## config.mk

```make
export PLATFORM = sky130hd
export DESIGN_NAME = small_language_token_scanner_unit
export DESIGN_NICKNAME = d
export VERILOG_FILES = /design/src/sv/sltsu_pkg.sv /design/src/sv/sltsu_front.sv /design/src/sv/sltsu_queue.sv /design/src/sv/sltsu_back.sv /design/src/sv/small_language_token_scanner_unit.sv
export SDC_FILE = /design/constraint.sdc
export NUM_CORES = 1
export LEC_CHECK = 0
export CAP_MARGIN = 5
export CORE_MARGIN = 10
export CORE_UTILIZATION = 66
export CTS_BUF_LIST = sky130_fd_sc_hd__clkbuf_8
export DETAILED_ROUTE_END_ITERATION = 6
export DONT_BUFFER_PORTS = 1
export PLACE_DENSITY = 0.85
export SETUP_SLACK_MARGIN = 0.3
export SLEW_MARGIN = 20
export SYNTH_ARGS = -nofsm -noshare
export SYNTH_HDL_FRONTEND = slang
export SYNTH_SLANG_ARGS = --single-unit
export TNS_END_PERCENT = 50
```

## constraint.sdc

```tcl
create_clock -name clk -period 3.5 [get_ports clk]
set_input_delay 0.525 -clock clk [delete_from_list [all_inputs] [get_ports clk]]
set_output_delay 0.525 -clock clk [all_outputs]
set_load 0.02 [all_outputs]
```

## src/sv/sltsu_pkg.sv

```systemverilog
// Shared types, token codes and keyword tables for the token scanner.
// No dependencies; used by every module of the block.
`default_nettype none

package sltsu_pkg;

  localparam int QUEUE_DEPTH = 4;

  // Token type codes
  localparam logic [3:0] TYPE_END     = 4'd0;
  localparam logic [3:0] TYPE_LPAREN  = 4'd1;
  localparam logic [3:0] TYPE_RPAREN  = 4'd2;
  localparam logic [3:0] TYPE_LBRACE  = 4'd3;
  localparam logic [3:0] TYPE_RBRACE  = 4'd4;
  localparam logic [3:0] TYPE_COLON   = 4'd5;
  localparam logic [3:0] TYPE_SEMI    = 4'd6;
  localparam logic [3:0] TYPE_COMMA   = 4'd7;
  localparam logic [3:0] TYPE_EQUAL   = 4'd8;
  localparam logic [3:0] TYPE_STRING  = 4'd9;
  localparam logic [3:0] TYPE_LET     = 4'd10;
  localparam logic [3:0] TYPE_FN      = 4'd11;
  localparam logic [3:0] TYPE_RETURN  = 4'd12;
  localparam logic [3:0] TYPE_INTEGER = 4'd13;
  localparam logic [3:0] TYPE_IDENT   = 4'd14;

  // Keyword lengths
  localparam logic [2:0] KW_LEN_LET    = 3'd3;
  localparam logic [2:0] KW_LEN_FN     = 3'd2;
  localparam logic [2:0] KW_LEN_RETURN = 3'd6;
  localparam logic [2:0] WORD_LEN_MAX  = 3'd7;

  localparam logic [7:0] CHAR_QUOTE = 8'h22;

  // Classified source byte, as queued between front and back
  typedef struct packed {
    logic       end_flag;
    logic       is_space;
    logic       is_quote;
    logic       is_word;
    logic       is_digit;
    logic [3:0] punct;     // punctuation token type, TYPE_END if none
    logic [7:0] data;
  } cls_t;

  // Queue head as seen by the back end
  typedef struct packed {
    logic valid;
    cls_t item;
  } head_t;

  // One result item
  typedef struct packed {
    logic [3:0] token_type;
    logic [7:0] value_byte;
    logic       has_byte;
    logic       token_last;
  } res_t;

  // Bit k set when byte c matches keyword k at position pos
  // (bit0 let, bit1 fn, bit2 return).
  function automatic logic [2:0] kw_match(input logic [7:0] c, input logic [2:0] pos);
    logic [2:0] m;
    case (pos)
      3'd0: m = {c == 8'h72, c == 8'h66, c == 8'h6C};  // r f l
      3'd1: m = {c == 8'h65, c == 8'h6E, c == 8'h65};  // e n e
      3'd2: m = {c == 8'h74, 1'b0,       c == 8'h74};  // t - t
      3'd3: m = {c == 8'h75, 1'b0,       1'b0};        // u
      3'd4: m = {c == 8'h72, 1'b0,       1'b0};        // r
      3'd5: m = {c == 8'h6E, 1'b0,       1'b0};        // n
      default: m = 3'b000;
    endcase
    return m;
  endfunction

endpackage

`default_nettype wire

```

## src/sv/sltsu_front.sv

```systemverilog
// Front end: accepts source bytes and classifies them for the back end.
// Depends on sltsu_pkg.
`default_nettype none

module sltsu_front (
  input  wire logic              push,
  input  wire logic [7:0]        in_byte,
  input  wire logic              end_of_input,
  input  wire logic              queue_full,
  output logic                   full,
  output logic                   wr_en,
  output sltsu_pkg::cls_t        wr_item
);

  logic [3:0] punct;

  always_comb begin
    case (in_byte)
      8'h28:   punct = sltsu_pkg::TYPE_LPAREN;
      8'h29:   punct = sltsu_pkg::TYPE_RPAREN;
      8'h7B:   punct = sltsu_pkg::TYPE_LBRACE;
      8'h7D:   punct = sltsu_pkg::TYPE_RBRACE;
      8'h3A:   punct = sltsu_pkg::TYPE_COLON;
      8'h3B:   punct = sltsu_pkg::TYPE_SEMI;
      8'h2C:   punct = sltsu_pkg::TYPE_COMMA;
      8'h3D:   punct = sltsu_pkg::TYPE_EQUAL;
      default: punct = sltsu_pkg::TYPE_END;
    endcase
  end

  always_comb begin
    wr_item.end_flag = end_of_input;
    wr_item.is_space = (in_byte == 8'h20) || (in_byte >= 8'h09 && in_byte <= 8'h0D);
    wr_item.is_quote = (in_byte == sltsu_pkg::CHAR_QUOTE);
    wr_item.is_digit = (in_byte >= 8'h30 && in_byte <= 8'h39);
    wr_item.is_word  = wr_item.is_digit
                    || (in_byte >= 8'h61 && in_byte <= 8'h7A)
                    || (in_byte >= 8'h41 && in_byte <= 8'h5A)
                    || (in_byte == 8'h5F);
    wr_item.punct    = punct;
    wr_item.data     = in_byte;
  end

  assign full  = queue_full;
  assign wr_en = push && !queue_full;

endmodule

`default_nettype wire

```

## src/sv/sltsu_queue.sv

```systemverilog
// Short queue of classified bytes between front and back end.
// Depends on sltsu_pkg.
`default_nettype none

module sltsu_queue #(
  parameter int DEPTH = sltsu_pkg::QUEUE_DEPTH
) (
  input  wire logic            clk,
  input  wire logic            rst,
  input  wire logic            wr_en,
  input  wire sltsu_pkg::cls_t wr_item,
  input  wire logic            rd_en,
  output logic                 full,
  output sltsu_pkg::head_t     head
);

  localparam int ADDR_W = (DEPTH > 1) ? $clog2(DEPTH) : 1;
  localparam int CNT_W  = $clog2(DEPTH + 1);
  localparam logic [ADDR_W-1:0] LAST  = ADDR_W'(DEPTH - 1);
  localparam logic [CNT_W-1:0]  COUNT_FULL = CNT_W'(DEPTH);

  sltsu_pkg::cls_t   mem [DEPTH];
  logic [ADDR_W-1:0] wr_ptr;
  logic [ADDR_W-1:0] rd_ptr;
  logic [CNT_W-1:0]  count;
  logic              do_rd;

  assign full       = (count == COUNT_FULL);
  assign head.valid = (count != '0);
  assign head.item  = mem[rd_ptr];
  assign do_rd      = rd_en && head.valid;

  always_ff @(posedge clk) begin
    if (wr_en) begin
      mem[wr_ptr] <= wr_item;
    end
  end

  always_ff @(posedge clk) begin
    if (rst) begin
      wr_ptr <= '0;
      rd_ptr <= '0;
      count  <= '0;
    end else begin
      if (wr_en) begin
        wr_ptr <= (wr_ptr == LAST) ? '0 : wr_ptr + 1'b1;
      end
      if (do_rd) begin
        rd_ptr <= (rd_ptr == LAST) ? '0 : rd_ptr + 1'b1;
      end
      count <= count + CNT_W'(wr_en) - CNT_W'(do_rd);
    end
  end

endmodule

`default_nettype wire

```

## src/sv/sltsu_back.sv

```systemverilog
// Back end: scanner state machine and result output stage.
// Depends on sltsu_pkg.
`default_nettype none

module sltsu_back (
  input  wire logic             clk,
  input  wire logic             rst,
  input  wire sltsu_pkg::head_t head,
  output logic                  rd_en,
  output logic                  empty,
  input  wire logic             pop,
  output logic [3:0]            token_type,
  output logic [7:0]            value_byte,
  output logic                  has_byte,
  output logic                  token_last
);

  typedef enum logic [1:0] {
    MODE_IDLE,
    MODE_STRING,
    MODE_WORD
  } mode_t;

  mode_t           mode;
  logic [2:0]      word_length;
  logic            starts_with_digit;
  logic [2:0]      keyword_candidates;

  sltsu_pkg::res_t out_res;
  logic            out_valid;
  sltsu_pkg::res_t pend_res;
  logic            pend_valid;

  mode_t           mode_next;
  logic [2:0]      word_length_next;
  logic            starts_with_digit_next;
  logic [2:0]      keyword_candidates_next;
  sltsu_pkg::res_t res0;
  sltsu_pkg::res_t res1;
  logic [1:0]      n_res;

  sltsu_pkg::cls_t it;
  logic            out_free;
  logic            take;
  logic [3:0]      word_type;

  assign it       = head.item;
  assign out_free = !out_valid || pop;
  assign take     = head.valid && !pend_valid && out_free;
  assign rd_en    = take;

  always_comb begin
    if (keyword_candidates[0] && word_length == sltsu_pkg::KW_LEN_LET) begin
      word_type = sltsu_pkg::TYPE_LET;
    end else if (keyword_candidates[1] && word_length == sltsu_pkg::KW_LEN_FN) begin
      word_type = sltsu_pkg::TYPE_FN;
    end else if (keyword_candidates[2] && word_length == sltsu_pkg::KW_LEN_RETURN) begin
      word_type = sltsu_pkg::TYPE_RETURN;
    end else begin
      word_type = starts_with_digit ? sltsu_pkg::TYPE_INTEGER : sltsu_pkg::TYPE_IDENT;
    end
  end

  always_comb begin
    sltsu_pkg::res_t idle_res;
    sltsu_pkg::res_t close_word;
    sltsu_pkg::res_t close_str;
    sltsu_pkg::res_t end_res;
    logic            idle_has;
    mode_t           idle_mode;
    logic [2:0]      idle_len;
    logic            idle_dig;
    logic [2:0]      idle_cand;

    close_word = '{word_type, 8'h00, 1'b0, 1'b1};
    close_str  = '{sltsu_pkg::TYPE_STRING, 8'h00, 1'b0, 1'b1};
    end_res    = '{sltsu_pkg::TYPE_END, 8'h00, 1'b0, 1'b1};

    // byte handled between tokens, from the idle state
    idle_has  = 1'b0;
    idle_res  = '{sltsu_pkg::TYPE_END, 8'h00, 1'b0, 1'b0};
    idle_mode = MODE_IDLE;
    idle_len  = '0;
    idle_dig  = 1'b0;
    idle_cand = 3'b111;
    if (it.is_space) begin
      idle_has = 1'b0;
    end else if (it.punct != sltsu_pkg::TYPE_END) begin
      idle_has = 1'b1;
      idle_res = '{it.punct, it.data, 1'b1, 1'b1};
    end else if (it.is_quote) begin
      idle_mode = MODE_STRING;
    end else begin
      idle_has  = 1'b1;
      idle_res  = '{sltsu_pkg::TYPE_END, it.data, 1'b1, 1'b0};
      idle_mode = MODE_WORD;
      idle_len  = 3'd1;
      idle_dig  = it.is_digit;
      idle_cand = sltsu_pkg::kw_match(it.data, 3'd0);
    end

    mode_next               = mode;
    word_length_next        = word_length;
    starts_with_digit_next  = starts_with_digit;
    keyword_candidates_next = keyword_candidates;
    res0  = idle_res;
    res1  = end_res;
    n_res = 2'd0;

    if (it.end_flag) begin
      case (mode)
        MODE_WORD: begin
          res0  = close_word;
          n_res = 2'd2;
        end
        MODE_STRING: begin
          res0  = close_str;
          n_res = 2'd2;
        end
        default: begin
          res0  = end_res;
          n_res = 2'd1;
        end
      endcase
      mode_next               = MODE_IDLE;
      word_length_next        = '0;
      starts_with_digit_next  = 1'b0;
      keyword_candidates_next = 3'b111;
    end else if (mode == MODE_STRING) begin
      n_res = 2'd1;
      if (it.is_quote) begin
        res0                    = close_str;
        mode_next               = MODE_IDLE;
        word_length_next        = '0;
        starts_with_digit_next  = 1'b0;
        keyword_candidates_next = 3'b111;
      end else begin
        res0 = '{sltsu_pkg::TYPE_STRING, it.data, 1'b1, 1'b0};
      end
    end else if (mode == MODE_WORD && it.is_word) begin
      // extend the open word
      n_res = 2'd1;
      res0  = '{sltsu_pkg::TYPE_END, it.data, 1'b1, 1'b0};
      keyword_candidates_next = keyword_candidates
                              & sltsu_pkg::kw_match(it.data, word_length);
      if (word_length != sltsu_pkg::WORD_LEN_MAX) begin
        word_length_next = word_length + 3'd1;
      end
    end else begin
      // close an open word first, then handle the byte between tokens
      if (mode == MODE_WORD) begin
        res0  = close_word;
        res1  = idle_res;
        n_res = idle_has ? 2'd2 : 2'd1;
      end else begin
        res0  = idle_res;
        n_res = idle_has ? 2'd1 : 2'd0;
      end
      mode_next               = idle_mode;
      word_length_next        = idle_len;
      starts_with_digit_next  = idle_dig;
      keyword_candidates_next = idle_cand;
    end
  end

  always_ff @(posedge clk) begin
    if (rst) begin
      mode               <= MODE_IDLE;
      word_length        <= '0;
      starts_with_digit  <= 1'b0;
      keyword_candidates <= 3'b111;
      out_valid          <= 1'b0;
      pend_valid         <= 1'b0;
    end else begin
      if (pend_valid && out_free) begin
        // drain the second result of the previous item
        out_res    <= pend_res;
        out_valid  <= 1'b1;
        pend_valid <= 1'b0;
      end else if (take) begin
        mode               <= mode_next;
        word_length        <= word_length_next;
        starts_with_digit  <= starts_with_digit_next;
        keyword_candidates <= keyword_candidates_next;
        if (n_res != 2'd0) begin
          out_res <= res0;
        end
        // the output stage is free here: load it or leave it empty
        out_valid  <= (n_res != 2'd0);
        pend_res   <= res1;
        pend_valid <= (n_res == 2'd2);
      end else if (pop && out_valid) begin
        out_valid <= 1'b0;
      end
    end
  end

  assign empty      = !out_valid;
  assign token_type = out_res.token_type;
  assign value_byte = out_res.value_byte;
  assign has_byte   = out_res.has_byte;
  assign token_last = out_res.token_last;

endmodule

`default_nettype wire

```

## src/sv/small_language_token_scanner_unit.sv

```systemverilog
// Top level of the streaming token scanner: front end, queue, back end.
// Depends on sltsu_pkg, sltsu_front, sltsu_queue and sltsu_back.
//
//   channel   handshake          fields
//   -------   ----------------   ------------------------------------------------
//   input     push / full        in_byte[7:0], end_of_input
//   result    empty / pop        token_type[3:0], value_byte[7:0], has_byte, token_last
//
// Cycles: one byte is accepted per cycle while full is low. The back end
// retires one queued byte per cycle while its output stage is free; a byte
// that yields two results (a word closed by punctuation or by a new word, or
// end of input closing a token) holds the back end while its second result
// drains. The first result of a byte passes through the queue and then the
// output stage register before it reaches the result ports.
// Reset (rst, synchronous) empties the queue and the output stage and
// returns the scanner to the between-tokens state.
// A stalled result side fills the queue, which then raises full.
`default_nettype none

module small_language_token_scanner_unit #(
  parameter int QUEUE_DEPTH = sltsu_pkg::QUEUE_DEPTH
) (
  input  wire logic       clk,
  input  wire logic       rst,
  input  wire logic       push,
  output logic            full,
  input  wire logic [7:0] in_byte,
  input  wire logic       end_of_input,
  output logic            empty,
  input  wire logic       pop,
  output logic [3:0]      token_type,
  output logic [7:0]      value_byte,
  output logic            has_byte,
  output logic            token_last
);

  logic             queue_full;
  logic             wr_en;
  sltsu_pkg::cls_t  wr_item;
  logic             rd_en;
  sltsu_pkg::head_t head;

  // Classify each accepted byte and push it into the queue.
  sltsu_front u_front (
    .push         (push),
    .in_byte      (in_byte),
    .end_of_input (end_of_input),
    .queue_full   (queue_full),
    .full         (full),
    .wr_en        (wr_en),
    .wr_item      (wr_item)
  );

  // Decouple the front end from result stalls.
  sltsu_queue #(
    .DEPTH (QUEUE_DEPTH)
  ) u_queue (
    .clk     (clk),
    .rst     (rst),
    .wr_en   (wr_en),
    .wr_item (wr_item),
    .rd_en   (rd_en),
    .full    (queue_full),
    .head    (head)
  );

  // Run the scanner state machine and present results.
  sltsu_back u_back (
    .clk        (clk),
    .rst        (rst),
    .head       (head),
    .rd_en      (rd_en),
    .empty      (empty),
    .pop        (pop),
    .token_type (token_type),
    .value_byte (value_byte),
    .has_byte   (has_byte),
    .token_last (token_last)
  );

endmodule

`default_nettype wire

```

==> results of run 1 <==
sequential cells by signal, indices dropped and copies added, names as in the netlist, named ones only:
signal                     flops
u_back.keyword_candidates      3
u_back.value_byte              8
u_back.starts_with_digit       1
u_back.pend_valid              1
u_back.token_last              1
u_back.mode                    2
u_queue.wr_ptr                 2
u_back.out_valid               1
u_queue.rd_ptr                 2
u_back.pend_res               14
u_queue.mem                   68
u_queue.count                  3
u_back.token_type              4
u_back.word_length             3
u_back.has_byte                1
cell families after synthesis:
logic type | Yosys count | synth area share (%)
adder cells (fa/ha/maj) | 17 | 4.13
multiplexers | 20 | 7.76
flip-flops | 116 | 61.5
AND/OR/NAND/NOR | 133 | 13.6
XOR/XNOR | 2 | 0.328
buffers and inverters | 40 | 2.98
AO/OA/AOI/OAI | 76 | 9.68
cell usage after synthesis, drive strengths merged, types with 3 or more instances:
| cell | n |
|---|---|
| or4 | 3 |
| nor4 | 6 |
| nand3b | 4 |
| a31o | 3 |
| nor2b | 9 |
| nand2 | 27 |
| a221oi | 3 |
| or2 | 3 |
| o211ai | 4 |
| mux4 | 17 |
| clkbuf | 14 |
| and2 | 11 |
| nor2 | 25 |
| nor3 | 10 |
| and3 | 13 |
| o21ai | 10 |
| a21oi | 22 |
| dfxtp | 20 |
| inv | 21 |
| a2111oi | 3 |
| a31oi | 5 |
| buf | 3 |
| edfxtp | 96 |
| ha | 16 |
| nand3 | 4 |
| nand2b | 5 |
| a22o | 8 |
what timing repair did:
item                                   CTS  global route
resized for setup                        2             3
endpoints found under the hold margin    0             0
setup endpoints to repair               14            14
routing by layer:
layer  wire length (µm)  part of all wire (%)
met4                177                   1.5
met2               5970                    51
met3                984                   8.4
met1               4550                    39
met5                  0                     0
worst paths after layout:
path / end / slack [ps] / depth (start not counted)
worst max-delay path: u_back.value_byte[5] / 500 / 7
worst min-delay path: u_queue.count[0] / 160 / 1
worst max register to register: u_back.value_byte[5] / 500 / 7
worst min register to register: u_back.mode[0] / 500 / 2
power by group:
group	internal [mW]	switching (mW)
Clock	0.638	0.566
Sequential	1.80	0.208
Combinational	0.537	0.851
Total	2.98	1.62
critical path: cells and delay by family (launching register included):
family                   cells  cell delay, ps
multiplexers                 1             580
AND/OR/NAND/NOR              3            1060
adder cells (fa/ha/maj)      1             320
flip-flops                   1             420
AO/OA/AOI/OAI                2             340
stage by stage:
| stage | hold slack, ps | std cells | power, mW |
|---|---|---|---|
| final | 161 | 527 | 4.60 |
| after global routing | 141 | 527 | 4.82 |
| after detailed placement | 488 | 495 | 3.37 |
| after CTS | 152 | 527 | 4.58 |
| after global placement | 465 | 495 | 3.28 |
| after floorplan | 454 | 404 | 2.99 |
area by class of cell:
class                           count  area share (%)
Clock buffer                       17            4.01
Clock inverter                     15            2.66
Inverter                           23            1.48
Multi-Input combinational cell    248            32.6
Sequential cell                   116            56.3
Tap cell                          102            2.19
Timing Repair Buffer                6           0.835
==> qor.yml, run 1 <==
status: "complete, but fails checks"
violations: "design-rule violations"
dpl.hpwl_um: 8070
cpPeakStageDelay_ps: 580
vias: 3539
grt_pass1_vias: 3388
synth-main-ff-cell: "edfxtp_1"
cts_setup_buffers: 0
drt-wirelength-per-cell_um: 22.2
dp_slack_ps: 115
insertion_delay_ps: 430
globalplace.congestion: 0.964
crit_required_ps: 3650
startpoint_type: "flip-flop"
chipWidth_um: 110
crit_arrival_ps: 3150
overflow: 0
synth_edf_count: 96
criticalPathCategory: "flip-flop to flip-flop"
cts_tree: "done"
fin_crit_sh_pct: 85.6
yosys.cell_types.count: 61
die-area_um2: 12100
antenna_found_initial: 0
cp_slowest_cell: "mux4_2"
antenna_left: 0
fin_worst_skew_ps: 12.4
yosysTopAreaCell: "edfxtp_1"
cts_buffer_depth: 2
drive_above_1_share_pct: 14.8
fmax_mhz: 334
hold_start: "rst"
setup_slack_ps: 503
final_common_cell: "edfxtp_1"
crit_chain: "mux4_2 > nor4_2 > a21oi_1 > ha_1 > or4b_1 > a21oi_2 > nor2_2"
syn_nets: 434
nets: 442
yosysSeqAreaShare_pct: 61.5
drc_errors: 8
max-cap-violations: 0
busiest_layer: "met2"
grt.total_usage_pct: 20.4
synth_area_leaders: "edfxtp_1 54%, dfxtp_1 7.5%, mux4_2 7.2%"
use_met3_pct: 5.50
rows: 32
seq_area_um2: 3290
netlist_area_um2: 5340
worst_pin_slew_ps: 925
endpoint_kind: "flip-flop"
io_buffers: 0
cts_buffers: 17
powerDensity_nw_per_um2: 788
slew_headroom_pct: 38.3
die_h_um: 110
cts_sinks: 116
drt_wl_total_um: 11700
multi_input_area_um2: 1900
met1_usage_pct: 24.6
layout_common_cells: "96 x edfxtp_1, 27 x nand2_1, 24 x nor2_1"
area_growth_pct: 9.42
ys_warn_count: 0
grt_pass1_wl_um: 18500
htree_levels: 4
core_um2: 7810
synth_seq_cells: 116
final_util_pct: 74.8
crit_fanout: 14
use_met2_pct: 34.5
n_antenna_cell: 0
cts-hold-fix-buffers: 0
rsz0062_at_grt: "no"
finalHoldViolCount: 0
ios: 29
p_leak_nw: 2.03
fin_area_um2: 5840
drtIter0Drc: 253
grt_max_degree: 22
tns_ps: 0
dr.pass1.iters: 7
drv_slew: 0
synth_top_cell_area_share_pct: 54.0
fill_cells: 484
dpl_cell_area_um2: 5440
vias_per_cell: 6.72
setup_viol: 0
initial_core_util_pct: 68.4
hold_class: "input pin to flip-flop"
syn_inst: 404
async_flop_share_pct: 0
fin_crit_ps: 3000
postSynthAreaPerCell_um2: 13.2
peakVddDrop_uv: 466
clkTransAtPathRegs_ps: 80
cts-root-buf: "clkbuf_8"
(Power assumes the default switching activity.)
==> inputs of run 2 (changes only) <==
--- a/config.mk
+++ b/config.mk
@@ -5,6 +5,7 @@
 export SDC_FILE = /design/constraint.sdc
 export NUM_CORES = 1
 export LEC_CHECK = 0
+export ABC_AREA = 1
 export CAP_MARGIN = 5
 export CORE_MARGIN = 10
 export CORE_UTILIZATION = 66
==> qor.yml, run 2 <==
drt-wirelength-per-cell_um: 16.3  # -27%
initial_core_util_pct: 68.6  # +0.25 points
yosysSeqAreaShare_pct: 57.7  # -3.9 points
startpoint_type: "flip-flop"
largest_reg_flops: 68  # unchanged
fin_area_um2: 6190  # +6.0%
endpoint_kind: "flip-flop"
nets: 659  # +49%
die_h_um: 113  # +2.7%
peakVddDrop_uv: 594  # +27%
area_growth_pct: 8.70
vias: 4230  # +20%
final_common_cell: "nand2_1"
fmax_mhz: 352  # +5.6%
drive_above_1_share_pct: 10.9  # -3.9 points
p_leak_nw: 2.59  # +27%
synth_common_cells: "179 x nand2_1, 96 x edfxtp_1, 67 x inv_1, 60 x nand3_1, 55 x nor2_1"
cts_sinks: 116  # unchanged
cts-root-buf: "clkbuf_8"
rows: 33  # +3.1%
drv_slew: 0  # unchanged
io_buffers: 0  # unchanged
overflow: 0  # unchanged
crit_required_ps: 3660  # about the same
tns_ps: 0  # unchanged
synth.most_common_cell: "nand2_1"
netlist_area_um2: 5690  # +6.7%
globalplace.congestion: 0.896  # -7.1%
setup_viol: 0  # unchanged
dp.cells: 715  # +44%
antenna_left: 0  # unchanged
cts_tree: "done"
finalPower_mw: 4.91  # +6.6%
fin_worst_skew_ps: 11.4  # -0.924 ps
yosys.cell_types.count: 40  # -34%
synth_top_cell_area_share_pct: 50.6  # -3.4 points
n_antenna_cell: 0  # unchanged
slew_headroom_pct: 41.0  # +2.7 points
grt.total_usage_pct: 19.5  # -0.92 points
cpPeakStageDelay_ps: 400  # -180 ps
drc_errors: 0  # -8
top_register: "u_queue.mem"
htree_levels: 4  # unchanged
status: "finished, final reports clean"
finalHoldViolCount: 0  # unchanged
postSynthAreaPerCell_um2: 9.24  # -30%
insertion_delay_ps: 430  # about the same
grt_max_degree: 38  # +73%
ios: 29  # unchanged
worst_pin_slew_ps: 874  # -51.2 ps
yosysTopAreaCell: "edfxtp_1"
crit_chain: "inv_2 > nand2_1 > nand3_1 > nand2_1 > inv_2 > nor3_4 > nor2_2 > nor2_4 > inv_1 > ha_1 > o21ai_0 > nand2_1 > a21oi_1 > nor2_4"
layout_common_cells: "179 x nand2_1, 96 x edfxtp_1, 68 x inv_1"
dpl_cell_area_um2: 5810  # +6.8%
synth_area_leaders: "edfxtp_1 51%, nand2_1 12%, dfxtp_1 7.0%"
synth_seq_cells: 116  # unchanged
crit_fanout: 25  # +11
ys_warn_count: 0  # unchanged
async_flop_share_pct: 0  # unchanged
clkTransAtPathRegs_ps: 70  # about the same
cts_buffer_depth: 2  # unchanged
die-area_um2: 12700  # +5.4%
path_common_cell: "nand2_1"
fin_cells: 746  # +42%
powerDensity_nw_per_um2: 793  # +0.62%
max-cap-violations: 0  # unchanged
grt_pass1_wl_um: 19900  # +7.8%
cts-hold-fix-buffers: 0  # unchanged
hold_class: "input pin to flip-flop"
core_um2: 8300  # +6.3%
cp_slowest_cell: "dfxtp_1"
fin_crit_ps: 2840  # -159 ps
fill_cells: 563  # +16%
drt_wl_total_um: 12100  # +3.8%
vias_per_cell: 5.67  # -16%
syn_inst: 616  # +52%
dr.pass1.iters: 6  # -1
cts_buffers: 17  # unchanged
synth-main-ff-cell: "edfxtp_1"
dp_slack_ps: 251  # +136 ps
syn_nets: 646  # +49%
fin_crit_sh_pct: 81.1  # -4.5 points
drtIter0Drc: 328  # +30%
rsz0062_at_grt: "no"
crit_arrival_ps: 3000  # -150 ps
criticalPathCategory: "flip-flop to flip-flop"
chipWidth_um: 113  # +2.7%
antenna_found_initial: 0  # unchanged
grt_pass1_vias: 4190  # +24%
synth_edf_count: 96  # unchanged
dpl.hpwl_um: 8440  # +4.6%
setup_slack_ps: 662  # +159 ps
[run 2: worst max-delay path: cells and delay by family, from the launching register on]
| kind | cells | cell delay, ps |
|---|---|---|
| compound gates | 2 | 520 |
| simple gates | 8 | 1050 |
| fa+ha+maj | 1 | 280 |
| flops | 1 | 400 |
| buf+inv | 3 | 300 |
[run 2: kinds of logic after synthesis]
kind of cell    count (synthesis)  share of synthesized area (%)
simple gates                  329                           25.0
flops                         116                           57.7
buf+inv                        92                           6.79
compound gates                 61                           6.57
fa+ha+maj                      17                           3.87
xor+xnor                        1                          0.154
[run 2: layer usage]
layer	share of wire (%)	wire (µm)	GRT usage, %	vias up
met3	6.4	774	5.55	29
met4	2.6	318	9.98	0
met1	42	5060	22.4	1973
met5	0	0	0	-
met2	49	5980	32.5	158
li1	-	-	-	2070
[run 2: final cells by class]
| cell class | count | area [µm²] | share of cell area (%) |
|---|---|---|---|
| Clock inverter | 14 | 140 | 2.26 |
| Timing Repair Buffer | 9 | 80.1 | 1.29 |
| Multi-Input combinational cell | 408 | 2030 | 32.8 |
| Inverter | 77 | 289 | 4.67 |
| Clock buffer | 17 | 234 | 3.78 |
| Tap cell | 105 | 131 | 2.12 |
| Sequential cell | 116 | 3280 | 53.0 |
[run 2: final timing paths]
| kind | startpoint | to | slack [ps] | depth (start not counted) |
|---|---|---|---|---|
| max | flip-flop | u_back.token_last | 660 | 14 |
| min | rst | u_queue.count[1] | 150 | 1 |
| max reg2reg | flip-flop | u_back.token_last | 660 | 14 |
| min reg2reg | u_back.keyword_candidates[2] | u_back.keyword_candidates[2] | 460 | 2 |
[run 2: power breakdown]
part	internal (mW)	switching, mW	total (mW)
Clock	0.622	0.544	1.17
Sequential	1.84	0.219	2.06
Combinational	0.490	1.19	1.68
[run 2: through the flow]
stage / util, % / hold WS (ps)
2_1_floorplan: - / 419
3_3_place_gp: 70.0 / 435
3_5_place_dp: 70.0 / 444
4_1_cts: 74.5 / 135
5_1_grt: 74.6 / 127
6_report: 74.6 / 155
[run 2: repair_timing]
item                                    in CTS  in global routing
buffers inserted                             0                  0
gates resized for setup                      1                  1
endpoints found under the setup margin      14                 14
pin swaps                                    0                  0
cloned                                       0                  0
==> inputs of run 3 (changes only) <==
--- a/config.mk
+++ b/config.mk
@@ -5,14 +5,14 @@
 export SDC_FILE = /design/constraint.sdc
 export NUM_CORES = 1
 export LEC_CHECK = 0
-export ABC_AREA = 1
+export ABC_AREA = 0
 export CAP_MARGIN = 5
 export CORE_MARGIN = 10
-export CORE_UTILIZATION = 66
+export CORE_UTILIZATION = 59
 export CTS_BUF_LIST = sky130_fd_sc_hd__clkbuf_8
 export DETAILED_ROUTE_END_ITERATION = 6
 export DONT_BUFFER_PORTS = 1
-export PLACE_DENSITY = 0.85
+export PLACE_DENSITY = 0.81
 export SETUP_SLACK_MARGIN = 0.3
 export SLEW_MARGIN = 20
 export SYNTH_ARGS = -nofsm -noshare
==> constraint.sdc (replaced) <==
create_clock -name clk -period 2.4 [get_ports clk]
set_input_delay 0.36 -clock clk [delete_from_list [all_inputs] [get_ports clk]]
set_output_delay 0.36 -clock clk [all_outputs]
set_load 0.02 [all_outputs]
==> qor.yml, run 3 (synthesis gave the netlist of run 1 again) <==
worst_pin_slew_ps: 636  # -238 ps
seq_area_um2: 3290  # +0.11%
setup_slack_ps: -395  # -1060 ps
drc_errors: 0  # unchanged
hold_ws_ps: 37.1  # -117 ps
drv_slew: 0  # unchanged
fin_crit_sh_pct: 116  # +35 points
hold_class: "input pin to flip-flop"
drive_above_1_share_pct: 28.7  # +18 points
grt_pass1_vias: 3610  # -14%
ios: 29  # unchanged
dr.pass1.iters: 7  # +1
top_register: "u_queue.mem"
r2r_end: "u_back.value_byte[6]"
grt_max_degree: 18  # -53%
io_buffers: 0  # unchanged
crit_chain: "mux4_2 > nor4_4 > a21oi_2 > ha_1 > or4b_4 > a21oi_4 > nor2_4"
grt_pass1_wl_um: 18700  # -6.1%
cts_buffer_depth: 2  # unchanged
dpl.hpwl_um: 7870  # -6.8%
cp_slowest_cell: "mux4_2"
max-cap-violations: 0  # unchanged
antenna_found_initial: 0  # unchanged
htree_levels: 4  # unchanged
cts_sinks: 116  # unchanged
core_um2: 8760  # +5.6%
reg2reg_depth: 7  # -7
layout_common_cells: "96 x edfxtp_1, 37 x buf_4, 25 x nand2_1"
nets: 495  # -25%
cts-root-buf: "clkbuf_8"
cpPeakStageDelay_ps: 550  # +150 ps
fmax_mhz: 358  # +1.5%
slew_headroom_pct: 57.6  # +17 points
status: "complete, but fails checks"
vias_per_cell: 6.27  # +11%
finalHoldViolCount: 0  # unchanged
violations: "negative setup slack"
n_antenna_cell: 0  # unchanged
crit_required_ps: 2570  # -1090 ps
fill_cells: 507  # -9.9%
rows: 34  # +3.0%
crit_arrival_ps: 2960  # -40 ps
globalplace.congestion: 0.935  # +4.4%
cts_tree: "done"
drtIter0Drc: 329  # +0.30%
multi_input_area_um2: 2120  # +4.2%
vias: 3675  # -13%
crit_path_end: "u_back.value_byte[6]"
powerDensity_nw_per_um2: 1140  # +43%
die-area_um2: 13300  # +4.0%
fin_worst_skew_ps: 13.6  # +2.16 ps
finalPower_mw: 7.42  # +51%
insertion_delay_ps: 430  # about the same
die_h_um: 115  # +2.0%
largest_reg_flops: 68  # unchanged
antenna_left: 0  # unchanged
peakVddDrop_uv: 510  # -14%
area_growth_pct: 22.3
initial_core_util_pct: 60.9  # -7.7 points
drt_wl_total_um: 12300  # +1.3%
fin_cells: 586  # -21%
startpoint_type: "flip-flop"
final_util_pct: 74.5  # -0.096 points
reg2reg_setup_slack_ps: -400  # -1060 ps
chipWidth_um: 115  # +2.0%
crit_fanout: 14  # -44%
overflow: 0  # unchanged
final_common_cell: "edfxtp_1"
drt-wirelength-per-cell_um: 21.0  # +29%
clkTransAtPathRegs_ps: 70  # about the same
fin_crit_ps: 2800  # -43.0 ps
endpoint_kind: "flip-flop"
setup_viol: 30  # +30
p_leak_nw: 2.31  # -11%
rsz0062_at_grt: "yes"
criticalPathCategory: "flip-flop to flip-flop"
dp.cells: 537  # -25%
cts_buffers: 17  # unchanged
grt.total_usage_pct: 18.2  # -1.3 points
[run 3: layer usage]
layer,vias to the layer above,global-route usage (%),share of wire (%)
li1,1677,-,-
met4,0,10.6,3.9
met2,189,29.3,50
met1,1755,21.5,40
met5,-,0,0
met3,54,5.00,6.0
[run 3: worst min-delay path by stage]
stage	cells past startpoint	startpoint	end
after floorplan	2	u_queue.rd_ptr[1]	flip-flop
after global placement	1	rst	u_queue.count[0]
after detailed placement	1	rst	u_back.starts_with_digit
after CTS	1	rst	flip-flop
after global routing	0	end_of_input	u_queue.mem[0][16]
final	0	end_of_input	u_queue.mem[0][16]
[run 3: timing repair]
item / in CTS / in global routing
buffers inserted: 2 / 2
endpoints found under the setup margin: 53 / 54
gates resized for setup: 25 / 29
endpoints found under the hold margin: 12 / 35
pin swaps: 13 / 14
hold buffers: 2 / 11
gates cloned: 0 / 0
[run 3: worst max-delay path: cells and delay by family, from the launching register on]
| kind | cells | cell delay, ps |
|---|---|---|
| muxes | 1 | 550 |
| adders and majority gates | 1 | 300 |
| AOI/OAI and AO/OA | 2 | 290 |
| DFF | 1 | 400 |
| and+or+nand+nor | 3 | 1000 |
[run 3: report_power, final]
part	switching [mW]	leakage, nW	total, mW	internal, mW
registers	0.287	1.05	2.91	2.62
logic	1.52	1.06	2.79	1.27
clock network	0.879	0.189	1.73	0.849
total	2.68	2.31	7.42	4.74
[run 3: area by class of cell]
type	instances	share of cell area (%)
clock inverter	15	2.28
inverter	23	1.32
clock buffer	17	3.58
timing repair buffer	59	7.94
sequential	116	50.4
tap	108	2.07
multi-input combinational	248	32.5
[run 3: metrics by stage]
stage          setup slack (ps)  setup TNS, ps  area (µm²)
6_report                   -395          -8400        6530
5_1_grt                    -490         -10930        6530
4_1_cts                    -352          -7140        6280
3_5_place_dp               -419         -10600        5750
3_3_place_gp               -380          -8430        5750
2_1_floorplan              -441          -6560        5360
